<file path="src/rtl/ssmd_pkg.sv">
// Shared types and constants of the servo slew and motor direction controller.
package ssmd_pkg;

	typedef enum logic [2:0] {
		FUNC_TICK      = 3'd0,
		FUNC_SERVO_ONE = 3'd1,
		FUNC_SERVO_TWO = 3'd2,
		FUNC_MOTOR_ONE = 3'd3,
		FUNC_MOTOR_TWO = 3'd4
	} func_t;

	typedef enum logic [2:0] {
		CFG_SERVO_ONE_MIN    = 3'd0,
		CFG_SERVO_ONE_MAX    = 3'd1,
		CFG_SERVO_TWO_MIN    = 3'd2,
		CFG_SERVO_TWO_MAX    = 3'd3,
		CFG_SERVO_ONE_PERIOD = 3'd4,
		CFG_SERVO_TWO_PERIOD = 3'd5
	} cfg_index_t;

	localparam logic [1:0] DIR_DOWN = 2'd1;
	localparam logic [1:0] DIR_HOLD = 2'd2;
	localparam logic [1:0] DIR_UP   = 2'd3;

	localparam logic [1:0] PINS_FORWARD = 2'b10;
	localparam logic [1:0] PINS_REVERSE = 2'b01;
	localparam logic [1:0] PINS_BRAKE   = 2'b11;

	localparam int DUTY_W   = 10;
	localparam int PERIOD_W = 16;
	localparam int VALUE_W  = 8;

	typedef struct packed {
		logic [DUTY_W-1:0] servo_one_duty;
		logic [DUTY_W-1:0] servo_two_duty;
		logic [1:0]        motor_one_pins;
		logic [1:0]        motor_two_pins;
	} result_t;

endpackage

</file>
<file path="src/rtl/ssmd_servo.sv">
// One servo channel: tick divider, slew step with limit clamp, and direction register.
module ssmd_servo (
	input  logic                           clk,
	input  logic                           arst_n,
	input  logic                           tick_en,
	input  logic                           dir_we,
	input  logic [1:0]                     dir_value,
	input  logic [ssmd_pkg::DUTY_W-1:0]    lo,
	input  logic [ssmd_pkg::DUTY_W-1:0]    hi,
	input  logic [ssmd_pkg::PERIOD_W-1:0]  period,
	output logic [ssmd_pkg::DUTY_W-1:0]    position_next
);

	logic [ssmd_pkg::DUTY_W-1:0]   position_q;
	logic [1:0]                    direction_q;
	logic [ssmd_pkg::PERIOD_W-1:0] divider_q;

	logic [1:0]                    direction_next;
	logic [ssmd_pkg::PERIOD_W-1:0] divider_next;
	logic [ssmd_pkg::PERIOD_W:0]   div_sum;
	logic signed [ssmd_pkg::DUTY_W+1:0] cand;
	logic signed [ssmd_pkg::DUTY_W+1:0] lo_ext;
	logic signed [ssmd_pkg::DUTY_W+1:0] hi_ext;

	assign div_sum = {1'b0, divider_q} + {{ssmd_pkg::PERIOD_W{1'b0}}, 1'b1};
	assign cand    = signed'({2'b00, position_q}) + signed'({{ssmd_pkg::DUTY_W{1'b0}}, direction_q})
		- signed'((ssmd_pkg::DUTY_W+2)'(2));
	assign lo_ext  = signed'({2'b00, lo});
	assign hi_ext  = signed'({2'b00, hi});

	always_comb begin
		position_next  = position_q;
		direction_next = direction_q;
		divider_next   = divider_q;
		if (dir_we) begin
			direction_next = dir_value;
		end else if (tick_en) begin
			if (div_sum <= {1'b0, period}) begin
				divider_next = div_sum[ssmd_pkg::PERIOD_W-1:0];
			end else begin
				divider_next = '0;
				if (direction_q == ssmd_pkg::DIR_HOLD) begin
					position_next = '0;
				end else if (lo_ext > cand) begin
					position_next  = lo;
					direction_next = ssmd_pkg::DIR_HOLD;
				end else if (cand > hi_ext) begin
					position_next  = hi;
					direction_next = ssmd_pkg::DIR_HOLD;
				end else begin
					position_next = cand[ssmd_pkg::DUTY_W-1:0];
				end
			end
		end
	end

	always_ff @(posedge clk or negedge arst_n) begin
		if (!arst_n) begin
			position_q  <= '0;
			direction_q <= ssmd_pkg::DIR_HOLD;
			divider_q   <= '0;
		end else begin
			position_q  <= position_next;
			direction_q <= direction_next;
			divider_q   <= divider_next;
		end
	end

endmodule

</file>
<file path="src/rtl/ssmd_motor.sv">
// One H-bridge motor: direction code to bridge pin pair, held between commands.
module ssmd_motor (
	input  logic                          clk,
	input  logic                          arst_n,
	input  logic                          we,
	input  logic [ssmd_pkg::VALUE_W-1:0]  code,
	output logic [1:0]                    pins_next
);

	logic [1:0] pins_q;

	always_comb begin
		pins_next = pins_q;
		if (we) begin
			case (code)
				{6'b0, ssmd_pkg::DIR_UP}:   pins_next = ssmd_pkg::PINS_FORWARD;
				{6'b0, ssmd_pkg::DIR_DOWN}: pins_next = ssmd_pkg::PINS_REVERSE;
				{6'b0, ssmd_pkg::DIR_HOLD}: pins_next = ssmd_pkg::PINS_BRAKE;
				default:                    pins_next = pins_q;
			endcase
		end
	end

	always_ff @(posedge clk or negedge arst_n) begin
		if (!arst_n) begin
			pins_q <= ssmd_pkg::PINS_BRAKE;
		end else begin
			pins_q <= pins_next;
		end
	end

endmodule

</file>
<file path="src/rtl/ssmd_out_buf.sv">
// Result register with a skid stage between the update logic and the output channel.
module ssmd_out_buf (
	input  logic                 clk,
	input  logic                 arst_n,
	input  logic                 push,
	input  ssmd_pkg::result_t    push_data,
	output logic                 full,
	output logic                 out_valid,
	input  logic                 out_stall,
	output ssmd_pkg::result_t    out_data
);

	logic              out_valid_q;
	logic              skid_valid_q;
	ssmd_pkg::result_t out_data_q;
	ssmd_pkg::result_t skid_data_q;
	logic              pop;

	assign pop       = out_valid_q && !out_stall;
	assign full      = skid_valid_q;
	assign out_valid = out_valid_q;
	assign out_data  = out_data_q;

	always_ff @(posedge clk or negedge arst_n) begin
		if (!arst_n) begin
			out_valid_q  <= 1'b0;
			skid_valid_q <= 1'b0;
		end else begin
			if (skid_valid_q) begin
				if (pop) begin
					skid_valid_q <= 1'b0;
				end
			end else if (push) begin
				if (!out_valid_q || pop) begin
					out_valid_q <= 1'b1;
				end else begin
					skid_valid_q <= 1'b1;
				end
			end else if (pop) begin
				out_valid_q <= 1'b0;
			end
		end
	end

	always_ff @(posedge clk) begin
		if (skid_valid_q) begin
			if (pop) begin
				out_data_q <= skid_data_q;
			end
		end else if (push) begin
			if (!out_valid_q || pop) begin
				out_data_q <= push_data;
			end else begin
				skid_data_q <= push_data;
			end
		end
	end

endmodule

</file>
<file path="src/rtl/servo_slew_motor_direction_ctrl.sv">
// Top level of the two-channel servo slew and H-bridge motor direction controller.
// Each transaction on the input channel is a tick (func 0) or a direction command
// (func 1 to 4) and yields exactly one result transaction: both servo duties and both
// motor pin pairs as they stand after that update. The update is done in the cycle of
// acceptance by a compare and add per servo, so one transaction per cycle is taken
// while in_stall is low; a result register plus one skid entry let input go on while
// the output stalls; in_stall rises only when both hold results. Servo limits and
// periods are written via the cfg port (always ready) only while no transaction is
// in flight (user's duty, unchecked); a servo steps once every period plus one ticks.
module servo_slew_motor_direction_ctrl (
	input  logic        clk,
	input  logic        arst_n,
	input  logic        in_valid,
	output logic        in_stall,
	input  logic [2:0]  func,
	input  logic [7:0]  value,
	output logic        out_valid,
	input  logic        out_stall,
	output logic [9:0]  servo_one_duty,
	output logic [9:0]  servo_two_duty,
	output logic        motor_one_pin_a,
	output logic        motor_one_pin_b,
	output logic        motor_two_pin_a,
	output logic        motor_two_pin_b,
	input  logic        cfg_valid,
	output logic        cfg_ready,
	input  logic [2:0]  cfg_index,
	input  logic [15:0] cfg_data
);

	logic [ssmd_pkg::DUTY_W-1:0]   servo_one_min_q;
	logic [ssmd_pkg::DUTY_W-1:0]   servo_one_max_q;
	logic [ssmd_pkg::DUTY_W-1:0]   servo_two_min_q;
	logic [ssmd_pkg::DUTY_W-1:0]   servo_two_max_q;
	logic [ssmd_pkg::PERIOD_W-1:0] servo_one_period_q;
	logic [ssmd_pkg::PERIOD_W-1:0] servo_two_period_q;

	logic              accept;
	logic              cfg_we;
	logic              valid_dir;
	logic              full;
	ssmd_pkg::result_t result;
	ssmd_pkg::result_t out_data;

	assign accept    = in_valid && !in_stall;
	assign cfg_ready = 1'b1;
	assign cfg_we    = cfg_valid && cfg_ready;
	assign in_stall  = full;

	always_comb begin
		valid_dir = (value inside {[8'd1:8'd3]});
	end

	always_ff @(posedge clk or negedge arst_n) begin
		if (!arst_n) begin
			servo_one_min_q    <= '0;
			servo_one_max_q    <= '0;
			servo_two_min_q    <= '0;
			servo_two_max_q    <= '0;
			servo_one_period_q <= '0;
			servo_two_period_q <= '0;
		end else if (cfg_we) begin
			case (cfg_index)
				ssmd_pkg::CFG_SERVO_ONE_MIN:    servo_one_min_q    <= cfg_data[9:0];
				ssmd_pkg::CFG_SERVO_ONE_MAX:    servo_one_max_q    <= cfg_data[9:0];
				ssmd_pkg::CFG_SERVO_TWO_MIN:    servo_two_min_q    <= cfg_data[9:0];
				ssmd_pkg::CFG_SERVO_TWO_MAX:    servo_two_max_q    <= cfg_data[9:0];
				ssmd_pkg::CFG_SERVO_ONE_PERIOD: servo_one_period_q <= cfg_data;
				ssmd_pkg::CFG_SERVO_TWO_PERIOD: servo_two_period_q <= cfg_data;
				default: ;
			endcase
		end
	end

	ssmd_servo u_servo_one (
		.clk           (clk),
		.arst_n        (arst_n),
		.tick_en       (accept && func == ssmd_pkg::FUNC_TICK),
		.dir_we        (accept && func == ssmd_pkg::FUNC_SERVO_ONE && valid_dir),
		.dir_value     (value[1:0]),
		.lo            (servo_one_min_q),
		.hi            (servo_one_max_q),
		.period        (servo_one_period_q),
		.position_next (result.servo_one_duty)
	);

	ssmd_servo u_servo_two (
		.clk           (clk),
		.arst_n        (arst_n),
		.tick_en       (accept && func == ssmd_pkg::FUNC_TICK),
		.dir_we        (accept && func == ssmd_pkg::FUNC_SERVO_TWO && valid_dir),
		.dir_value     (value[1:0]),
		.lo            (servo_two_min_q),
		.hi            (servo_two_max_q),
		.period        (servo_two_period_q),
		.position_next (result.servo_two_duty)
	);

	ssmd_motor u_motor_one (
		.clk       (clk),
		.arst_n    (arst_n),
		.we        (accept && func == ssmd_pkg::FUNC_MOTOR_ONE),
		.code      (value),
		.pins_next (result.motor_one_pins)
	);

	ssmd_motor u_motor_two (
		.clk       (clk),
		.arst_n    (arst_n),
		.we        (accept && func == ssmd_pkg::FUNC_MOTOR_TWO),
		.code      (value),
		.pins_next (result.motor_two_pins)
	);

	ssmd_out_buf u_out_buf (
		.clk       (clk),
		.arst_n    (arst_n),
		.push      (accept),
		.push_data (result),
		.full      (full),
		.out_valid (out_valid),
		.out_stall (out_stall),
		.out_data  (out_data)
	);

	assign servo_one_duty  = out_data.servo_one_duty;
	assign servo_two_duty  = out_data.servo_two_duty;
	assign motor_one_pin_a = out_data.motor_one_pins[1];
	assign motor_one_pin_b = out_data.motor_one_pins[0];
	assign motor_two_pin_a = out_data.motor_two_pins[1];
	assign motor_two_pin_b = out_data.motor_two_pins[0];

endmodule
</file>
<file path="config.mk">
export PLATFORM = sky130hd
export DESIGN_NAME = servo_slew_motor_direction_ctrl
export DESIGN_NICKNAME = d
export VERILOG_FILES = /design/src/rtl/ssmd_pkg.sv /design/src/rtl/ssmd_servo.sv /design/src/rtl/ssmd_motor.sv /design/src/rtl/ssmd_out_buf.sv /design/src/rtl/servo_slew_motor_direction_ctrl.sv
export SDC_FILE = /design/constraint.sdc
export NUM_CORES = 1
export LEC_CHECK = 0
export BUFFER_PORTS_ARGS = -buffer_cell sky130_fd_sc_hd__buf_4
export CORE_MARGIN = 2
export CORE_UTILIZATION = 39
export CTS_BUF_LIST = sky130_fd_sc_hd__clkbuf_4
export DETAILED_ROUTE_END_ITERATION = 8
export GPL_TIMING_DRIVEN = 0
export PLACE_DENSITY = 0.59
export REMOVE_ABC_BUFFERS = 1
export SKIP_LAST_GASP = 1
export SYNTH_ARGS = -nofsm -noshare
export SYNTH_HDL_FRONTEND = slang
export SYNTH_SLANG_ARGS = --single-unit
</file>
<file path="constraint.sdc">
create_clock -name clk -period 5.5 [get_ports clk]
set_input_delay 0.275 -clock clk [delete_from_list [all_inputs] [get_ports clk]]
set_output_delay 0.275 -clock clk [all_outputs]
set_load 0.005 [all_outputs]
</file>
# Word-level counts from Yosys, hierarchy flattened
# Cells that the tools add are included.
[totals]
regBits = 182
input_bits = 35
out_inout_bits = 27
[op_classes]
add_sub_neg = 6
order_cmp = 8
mux = 41
n_reduce_logical = 36
bitwise_logic = 4
n_eq_ne = 20
[op_table]
columns = ["op", "n"]
rows = [
  ["10-bit 2-to-1 mux", 12],
  ["24-bit 2-to-1 mux", 4],
  ["16-bit by 1-bit adder with 17-bit output, second input constant", 2],
  ["17-bit by 16-bit less-or-equal comparator with 1-bit output", 2],
  ["16-bit 2-to-1 mux", 2],
  ["2-bit 2-to-1 mux", 14],
  ["11-bit by 12-bit greater-than comparator with 1-bit output", 2],
  ["12-bit by 11-bit greater-than comparator with 1-bit output", 2],
  ["12-bit by 3-bit subtractor with 12-bit output, second input constant", 2],
  ["10-bit by 2-bit adder with 11-bit output", 2],
  ["8-bit by 2-bit equality test with 1-bit output, second input constant", 2],
  ["2-bit AND reduction", 8],
  ["3-bit by 2-bit equality test with 1-bit output, second input constant", 4],
  ["2-bit one-hot mux with 3 select lines", 2],
  ["1-bit logical AND", 10],
  ["2-bit by 1-bit != test with 1-bit output, second input constant", 5],
  ["2-bit nonzero test", 5],
  ["3-bit equality test, second input constant", 3],
  ["3-bit AND reduction", 3],
  ["8-bit by 1-bit equality test with 1-bit output, second input constant", 1],
  ["8-bit by 1-bit >= comparator with 1-bit output, second input constant", 1],
  ["8-bit by 2-bit less-or-equal comparator with 1-bit output, second input constant", 1],
  ["4-bit AND reduction", 2],
  ["1-bit 2-to-1 mux", 7],
  ["8 further kinds", 17],
]

# Longest topological paths before layout
[logic_depth]
depth_word = 12
mapped_depth = 24
mapped_depth_nobuf = 23

# Modules after synthesis
# A second synthesis with hierarchy kept.
[unflattened]
cells_unflattened = 1021
area_unflattened_um2 = 11131.9
[by_module_without_submodules]
columns = ["module", "n_inst", "area_each_um2", "cells_per_inst"]
rows = [
  ["ssmd_servo (u_servo_one)", 1, 3067.9, 373],
  ["ssmd_servo (u_servo_two)", 1, 3025.4, 370],
  ["servo_slew_motor_direction_ctrl", 1, 2879.0, 171],
  ["ssmd_out_buf", 1, 1919.3, 87],
  ["ssmd_motor", 2, 120.1, 10],
]

# Least setup slack after synthesis
# OpenSTA, ideal clock, no wires.
[synth_path]
path_kind = "reg2reg"
startpoint = "register u_servo_one.direction_q[1]"
endpoint = "register u_out_buf.skid_data_q[23] (netlist name), data pin"
t_arrival_ps = 5019
period_less_slack_ps = 5284
setup_slack_ps = 216
setup_ps = 265
stages_incl_launch_ff = 23
path_cell_list = "dfstp_2 inv_1 fa_1 xnor2_1 inv_1 ha_1 nand2_1 nor3_1 o22a_1 or4b_2 o21ai_0 xor2_1 inv_1 ha_1 inv_1 or4_1 a21o_1 a21oi_1 o22ai_1 o211a_1 and2_4 buf_6 a221o_1"
[synth_lines]
columns = ["item", "line_no", "text"]
rows = [
  ["start, declared", "ssmd_servo.sv:15", "logic [1:0] direction_q;"],
  ["start signal, assigned", "ssmd_servo.sv:60", "direction_q <= ssmd_pkg::DIR_HOLD;"],
  ["start signal, assigned", "ssmd_servo.sv:64", "direction_q <= direction_next;"],
  ["end signal, assigned", "ssmd_out_buf.sv:54", "skid_data_q <= push_data;"],
  ["end, declared", "ssmd_out_buf.sv:16", "ssmd_pkg::result_t skid_data_q;"],
]

# Worst setup path after layout
[layout_path]
startpoint = "register u_servo_one.direction_q[1]"
endpoint = "register u_out_buf.out_data_q (netlist bit u_out_buf.out_data[23]), data pin"
[layout_between]
elab_chain_cells = 12
[layout_rtl]
columns = ["item", "line_no", "text"]
rows = [
  ["10-bit by 2-bit adder with 11-bit output", "ssmd_servo.sv:26", "assign cand = signed'({2'b00, position_q}) + signed'({{ssmd_pkg::DUTY_W{1'b0}}, direction_q})"],
  ["12-bit by 3-bit subtractor with 12-bit output", "ssmd_servo.sv:27", "- signed'((ssmd_pkg::DUTY_W+2)'(2));"],
  ["12-bit by 11-bit greater-than comparator with 1-bit output", "ssmd_servo.sv:47", "end else if (cand > hi_ext) begin"],
  ["10-bit 2-to-1 mux", "ssmd_servo.sv:47", ""],
  ["10-bit 2-to-1 mux", "ssmd_servo.sv:44", "end else if (lo_ext > cand) begin"],
  ["10-bit 2-to-1 mux *", "ssmd_servo.sv:42", "if (direction_q == ssmd_pkg::DIR_HOLD) begin"],
  ["10-bit 2-to-1 mux *", "ssmd_servo.sv:38", "if (div_sum <= {1'b0, period}) begin"],
  ["10-bit 2-to-1 mux *", "ssmd_servo.sv:37", "end else if (tick_en) begin"],
  ["10-bit 2-to-1 mux *", "ssmd_servo.sv:35", "if (dir_we) begin"],
  ["24-bit 2-to-1 mux *", "ssmd_out_buf.sv:51", "if (!out_valid_q || pop) begin"],
  ["24-bit 2-to-1 mux *", "ssmd_out_buf.sv:50", "end else if (push) begin"],
  ["24-bit 2-to-1 mux *", "ssmd_out_buf.sv:46", "if (skid_valid_q) begin"],
  ["end signal, assigned", "ssmd_out_buf.sv:48", "out_data_q <= skid_data_q;"],
  ["end signal, assigned", "ssmd_out_buf.sv:52", "out_data_q <= push_data;"],
  ["end, declared", "ssmd_out_buf.sv:15", "ssmd_pkg::result_t out_data_q;"],
]
# Every way passes the cells marked *; elsewhere a longest branch is shown, timed or not. The select of a mux whose other input is x is not followed.
# A chain may end at the register's enable or synchronous reset.

==> flow_summary.toml <==
[yosys]
synth_flop_type = "sky130_fd_sc_hd__dfrtp_1"
syn_avg_cell_area_um2 = 9.65
cell_taking_the_most_area_after_synthesis = "sky130_fd_sc_hd__dfrtp_1"
ys_seq_elements = 182
synth_enable_flop_cells = 48
synth.cells.most_frequent = "sky130_fd_sc_hd__nand2_1, sky130_fd_sc_hd__dfrtp_1, sky130_fd_sc_hd__o21ai_0"
postSynth.asyncResetShare_pct = 73.6
synth_area_mm2 = 0.0114
synth_most_common_cell = "sky130_fd_sc_hd__nand2_1"
gate_count_post_synth = 1185
synth_seq_area_share_pct = 42.0
synth_top_area_share_pct = 28.0
yosys_warnings = 0
synth_top_cells_by_area = "sky130_fd_sc_hd__dfrtp_1, sky130_fd_sc_hd__edfxtp_1, sky130_fd_sc_hd__ha_1"
yosysUniqueCellTypes = 100

[floorplan]
design.core.area_mm2 = 0.0288
core.rowCount = 62
dieHeight_um = 175
start_util_pct = 39.7
design.die.area_mm2 = 0.0307
floorplan.die.width_um = 175
number_of_top_level_pins = 62

[clock_tree]
htree_levels = 4
clk_pin_slew_ns = 0.17
cts_root_buf = "sky130_fd_sc_hd__clkbuf_4"
numClockSinks = 182
insertion_delay_ns = 0.58
cts_buffer_depth = 2
tritoncts = "done"
cts_buffers = 17

[power_and_ir_drop]
p_sw_w = 0.00126
static-leakage-power_nw = 5.62
power.ir.vdd_worst_uv = 130
pwr-share-comb_pct = 28.7
power.density_cell_area_mw_per_mm2 = 290
clkPwrFrac_pct = 21.7
power_report.internal_total_w = 0.00251
seqPwrFrac_pct = 49.6
p_sw_share_pct = 33.4

[worst_setup_path]
cp.required_ns = 5.85
crit_type = "reg -> reg"
cp_max_fo = 7
rrSetupSlack_ns = 0.14
critical-path-max-stage-delay_ns = 0.60
crit_path_cell_trace = "inv_1 > fa_2 > xnor2_4 > inv_2 > ha_4 > nand2_1 > nor3_1 > o22a_2 > or4b_2 > o21ai_2 > xor2_2 > inv_2 > ha_4 > inv_1 > or4_4 > a21o_1 > a21oi_1 > o22ai_1 > o211a_1 > and2_4 > a221o_1 > o22a_1"
arrival_ns = 5.71
critical-path-slowest-cell = "sky130_fd_sc_hd__or4b_2"
worst_setup_path_start_kind = "flop"
worstSetupEndpointType = "flop"

[timing]
finalHoldViolCount = 0
setup_skew_after_layout_ns = 0.0362
max_freq_mhz = 187
max-slew-margin-rel_pct = 29.7
setup-violations-final = 0
fin_worst_hold_slack_ns = 0.0512
max_slew.worst_pin.slew_ns = 1.04
final_max_slew_viol_count = 0
grt_setup_unrepaired = "no"
period_minus_slack_ns = 5.36
final.period_utilization_pct = 97.4
setup-tns-final_ns = 0

[global_routing]
globalRouteOverflowTotal = 0
grt.total_usage_pct = 19.2
number_of_global_route_vias_before_repair = 8712
grt_first_pass_wirelength_um = 47000
grt_start_max_net_pins = 70
initial_antenna_violation_count = 1

[layout]
finalNonFillerCells = 1653
fin_util_pct = 45.2
fillerInstances = 2766
final_nets = 1369
layout-drive-gt1-share_pct = 19.6
syn2layout_area_growth_pct = 13.8

[detailed_routing]
antenna_violating_nets_remaining = 0
number_of_remaining_drc_errors = 0
drt_pass1_iterations = 5
wirelength_per_cell_um = 17.5
routed-via-count = 9123
detailedRoute.firstIterationViolations = 748
vias_per_cell = 5.52
route.final.wire_length_um = 29000

[run]
timing.max_cap.violations = 0

[placement]
place.detailed.instances = 1588
port_buffers = 60
place_congestion = 0.872
dpl.hpwl_um = 21000

[hold_path]
min-delay-path-class = "in -> reg"

[outcome]
status = "complete, no violations"
-- state kept, by name (all words and copies together) (netlist names), 2 cells and up --
| name | flops |
|---|---|
| servo_two_period_q | 16 |
| servo_one_max_q | 10 |
| u_servo_one.direction_q | 2 |
| servo_two_min_q | 10 |
| u_servo_two.divider_q | 16 |
| u_out_buf.out_data | 24 |
| u_servo_two.direction_q | 2 |
| u_motor_one.pins_q | 2 |
| servo_one_min_q | 10 |
| u_servo_two.position_q | 10 |
| u_servo_one.divider_q | 16 |
| u_motor_two.pins_q | 2 |
| servo_two_max_q | 10 |
| u_servo_one.position_q | 10 |
| servo_one_period_q | 16 |
| u_out_buf.skid_data_q | 24 |
-- per-stage QoR --
| step | power [W] | setup WS, ns | area, um^2 |
|---|---|---|---|
| after global routing | 0.00402 | 0.00224 | 13000 |
| after floorplan | 0.00250 | 0.0593 | 11200 |
| after CTS | 0.00380 | 0.0159 | 12900 |
| after global placement | 0.00291 | -4.67 | 12100 |
| after detailed placement | 0.00296 | -0.523 | 12300 |
| final | 0.00377 | 0.144 | 13000 |
-- final cells by class --
type	instances	area [um^2]	share of cell area, %
Multi-Input combinational cell	863	6220	47.8
Antenna cell	1	2.50	0.0192
Timing Repair Buffer	102	856	6.58
Clock buffer	18	135	1.04
Tap cell	384	480	3.69
Sequential cell	182	4800	36.9
Clock inverter	13	170	1.31
Inverter	90	342	2.63
-- cells by family after synthesis --
| group | after synthesis | synth area share (%) |
|---|---|---|
| compound gates | 310 | 19.0 |
| xor+xnor | 49 | 3.75 |
| fa+ha+maj | 80 | 8.86 |
| buf+inv | 141 | 5.06 |
| flops | 182 | 42.0 |
| mux | 53 | 5.22 |
| other cells | 1 | 0.0328 |
| simple gates | 369 | 16.1 |
-- path summary, 6_finish.rpt --
path                                            start                        end  cells past startpoint
min reg2reg                 u_servo_two.divider_q[11]  u_servo_two.divider_q[11]                      1
max reg2reg                u_servo_one.direction_q[1]     u_out_buf.out_data[23]                     22
max in group asynchronous                      arst_n         servo_two_max_q[4]                      3
min in group asynchronous                      arst_n  u_servo_one.divider_q[10]                      2
max                        u_servo_one.direction_q[1]     u_out_buf.out_data[23]                     22
min                                      cfg_index[2]         servo_one_min_q[0]                      4
-- power groups by stage --
stage               sequential (W)  clock (W)  combinational [W]
finish                     0.00187   0.000818            0.00108
global route               0.00190   0.000896            0.00123
CTS                        0.00187   0.000849            0.00109
detailed placement         0.00189          0            0.00107
global placement           0.00189          0            0.00101
floorplan                  0.00184          0           0.000655
-- worst max-delay path: cells and delay by family (launching register included) --
family / cells / cell delay, ns
and+or+nand+nor: 5 / 1.59
AOI/OAI and AO/OA: 8 / 1.42
adders and majority gates: 3 / 0.90
DFF: 1 / 0.57
xor gates and xnor gates: 2 / 0.41
buffers and inverters: 4 / 0.28
-- metal layers --
| layer | part of all wire [%] | global-route usage (%) | vias up |
|---|---|---|---|
| met5 | 0 | 0 | - |
| met3 | 5.8 | 3.26 | 23 |
| met4 | 1.1 | 3.75 | 0 |
| met2 | 44 | 29.3 | 254 |
| li1 | - | - | 4462 |
| met1 | 49 | 28.5 | 4384 |
-- layout by cell type, fill, tap and decap left out, types with 5 or more instances in the layout --
cell,synthesis,final
sky130_fd_sc_hd__nand2_1,141,141
sky130_fd_sc_hd__dfrtp_1,128,127
sky130_fd_sc_hd__o21ai_0,103,99
sky130_fd_sc_hd__inv_1,90,87
sky130_fd_sc_hd__buf_4,7,76
sky130_fd_sc_hd__ha_1,76,73
sky130_fd_sc_hd__nor2_1,58,57
sky130_fd_sc_hd__mux2_2,49,49
sky130_fd_sc_hd__edfxtp_1,48,48
sky130_fd_sc_hd__a21oi_1,41,41
sky130_fd_sc_hd__nand3_1,35,35
sky130_fd_sc_hd__xnor2_1,27,26
sky130_fd_sc_hd__dlygate4sd3_1,0,22
sky130_fd_sc_hd__xor2_1,22,20
sky130_fd_sc_hd__nor3_1,21,18
sky130_fd_sc_hd__nand4_1,18,18
sky130_fd_sc_hd__clkbuf_4,0,18
sky130_fd_sc_hd__and3_1,17,17
sky130_fd_sc_hd__a31oi_1,16,16
sky130_fd_sc_hd__a21o_1,14,14
sky130_fd_sc_hd__o21ai_1,11,13
sky130_fd_sc_hd__nor4_1,13,12
sky130_fd_sc_hd__nor2b_1,10,10
sky130_fd_sc_hd__o41ai_1,10,10
sky130_fd_sc_hd__o221a_2,10,10
sky130_fd_sc_hd__nand2b_1,9,9
sky130_fd_sc_hd__o211ai_1,9,9
sky130_fd_sc_hd__a22oi_1,7,7
sky130_fd_sc_hd__o22ai_1,6,6
sky130_fd_sc_hd__or2_2,6,6
sky130_fd_sc_hd__o21a_1,7,6
sky130_fd_sc_hd__o31ai_1,6,6
sky130_fd_sc_hd__dfstp_2,6,6
sky130_fd_sc_hd__and2_1,5,5
-- what timing repair did --
action | 4_1_cts | 5_1_grt
hold endpoints to repair | 123 | 0
pin swaps | 3 | 7
resized for setup | 14 | 14
hold buffers | 22 | 0
endpoints found under the setup margin | 55 | 59
cloned | 0 | 1
setup buffers | 5 | 5
Power figures use the tool's default switching activity.
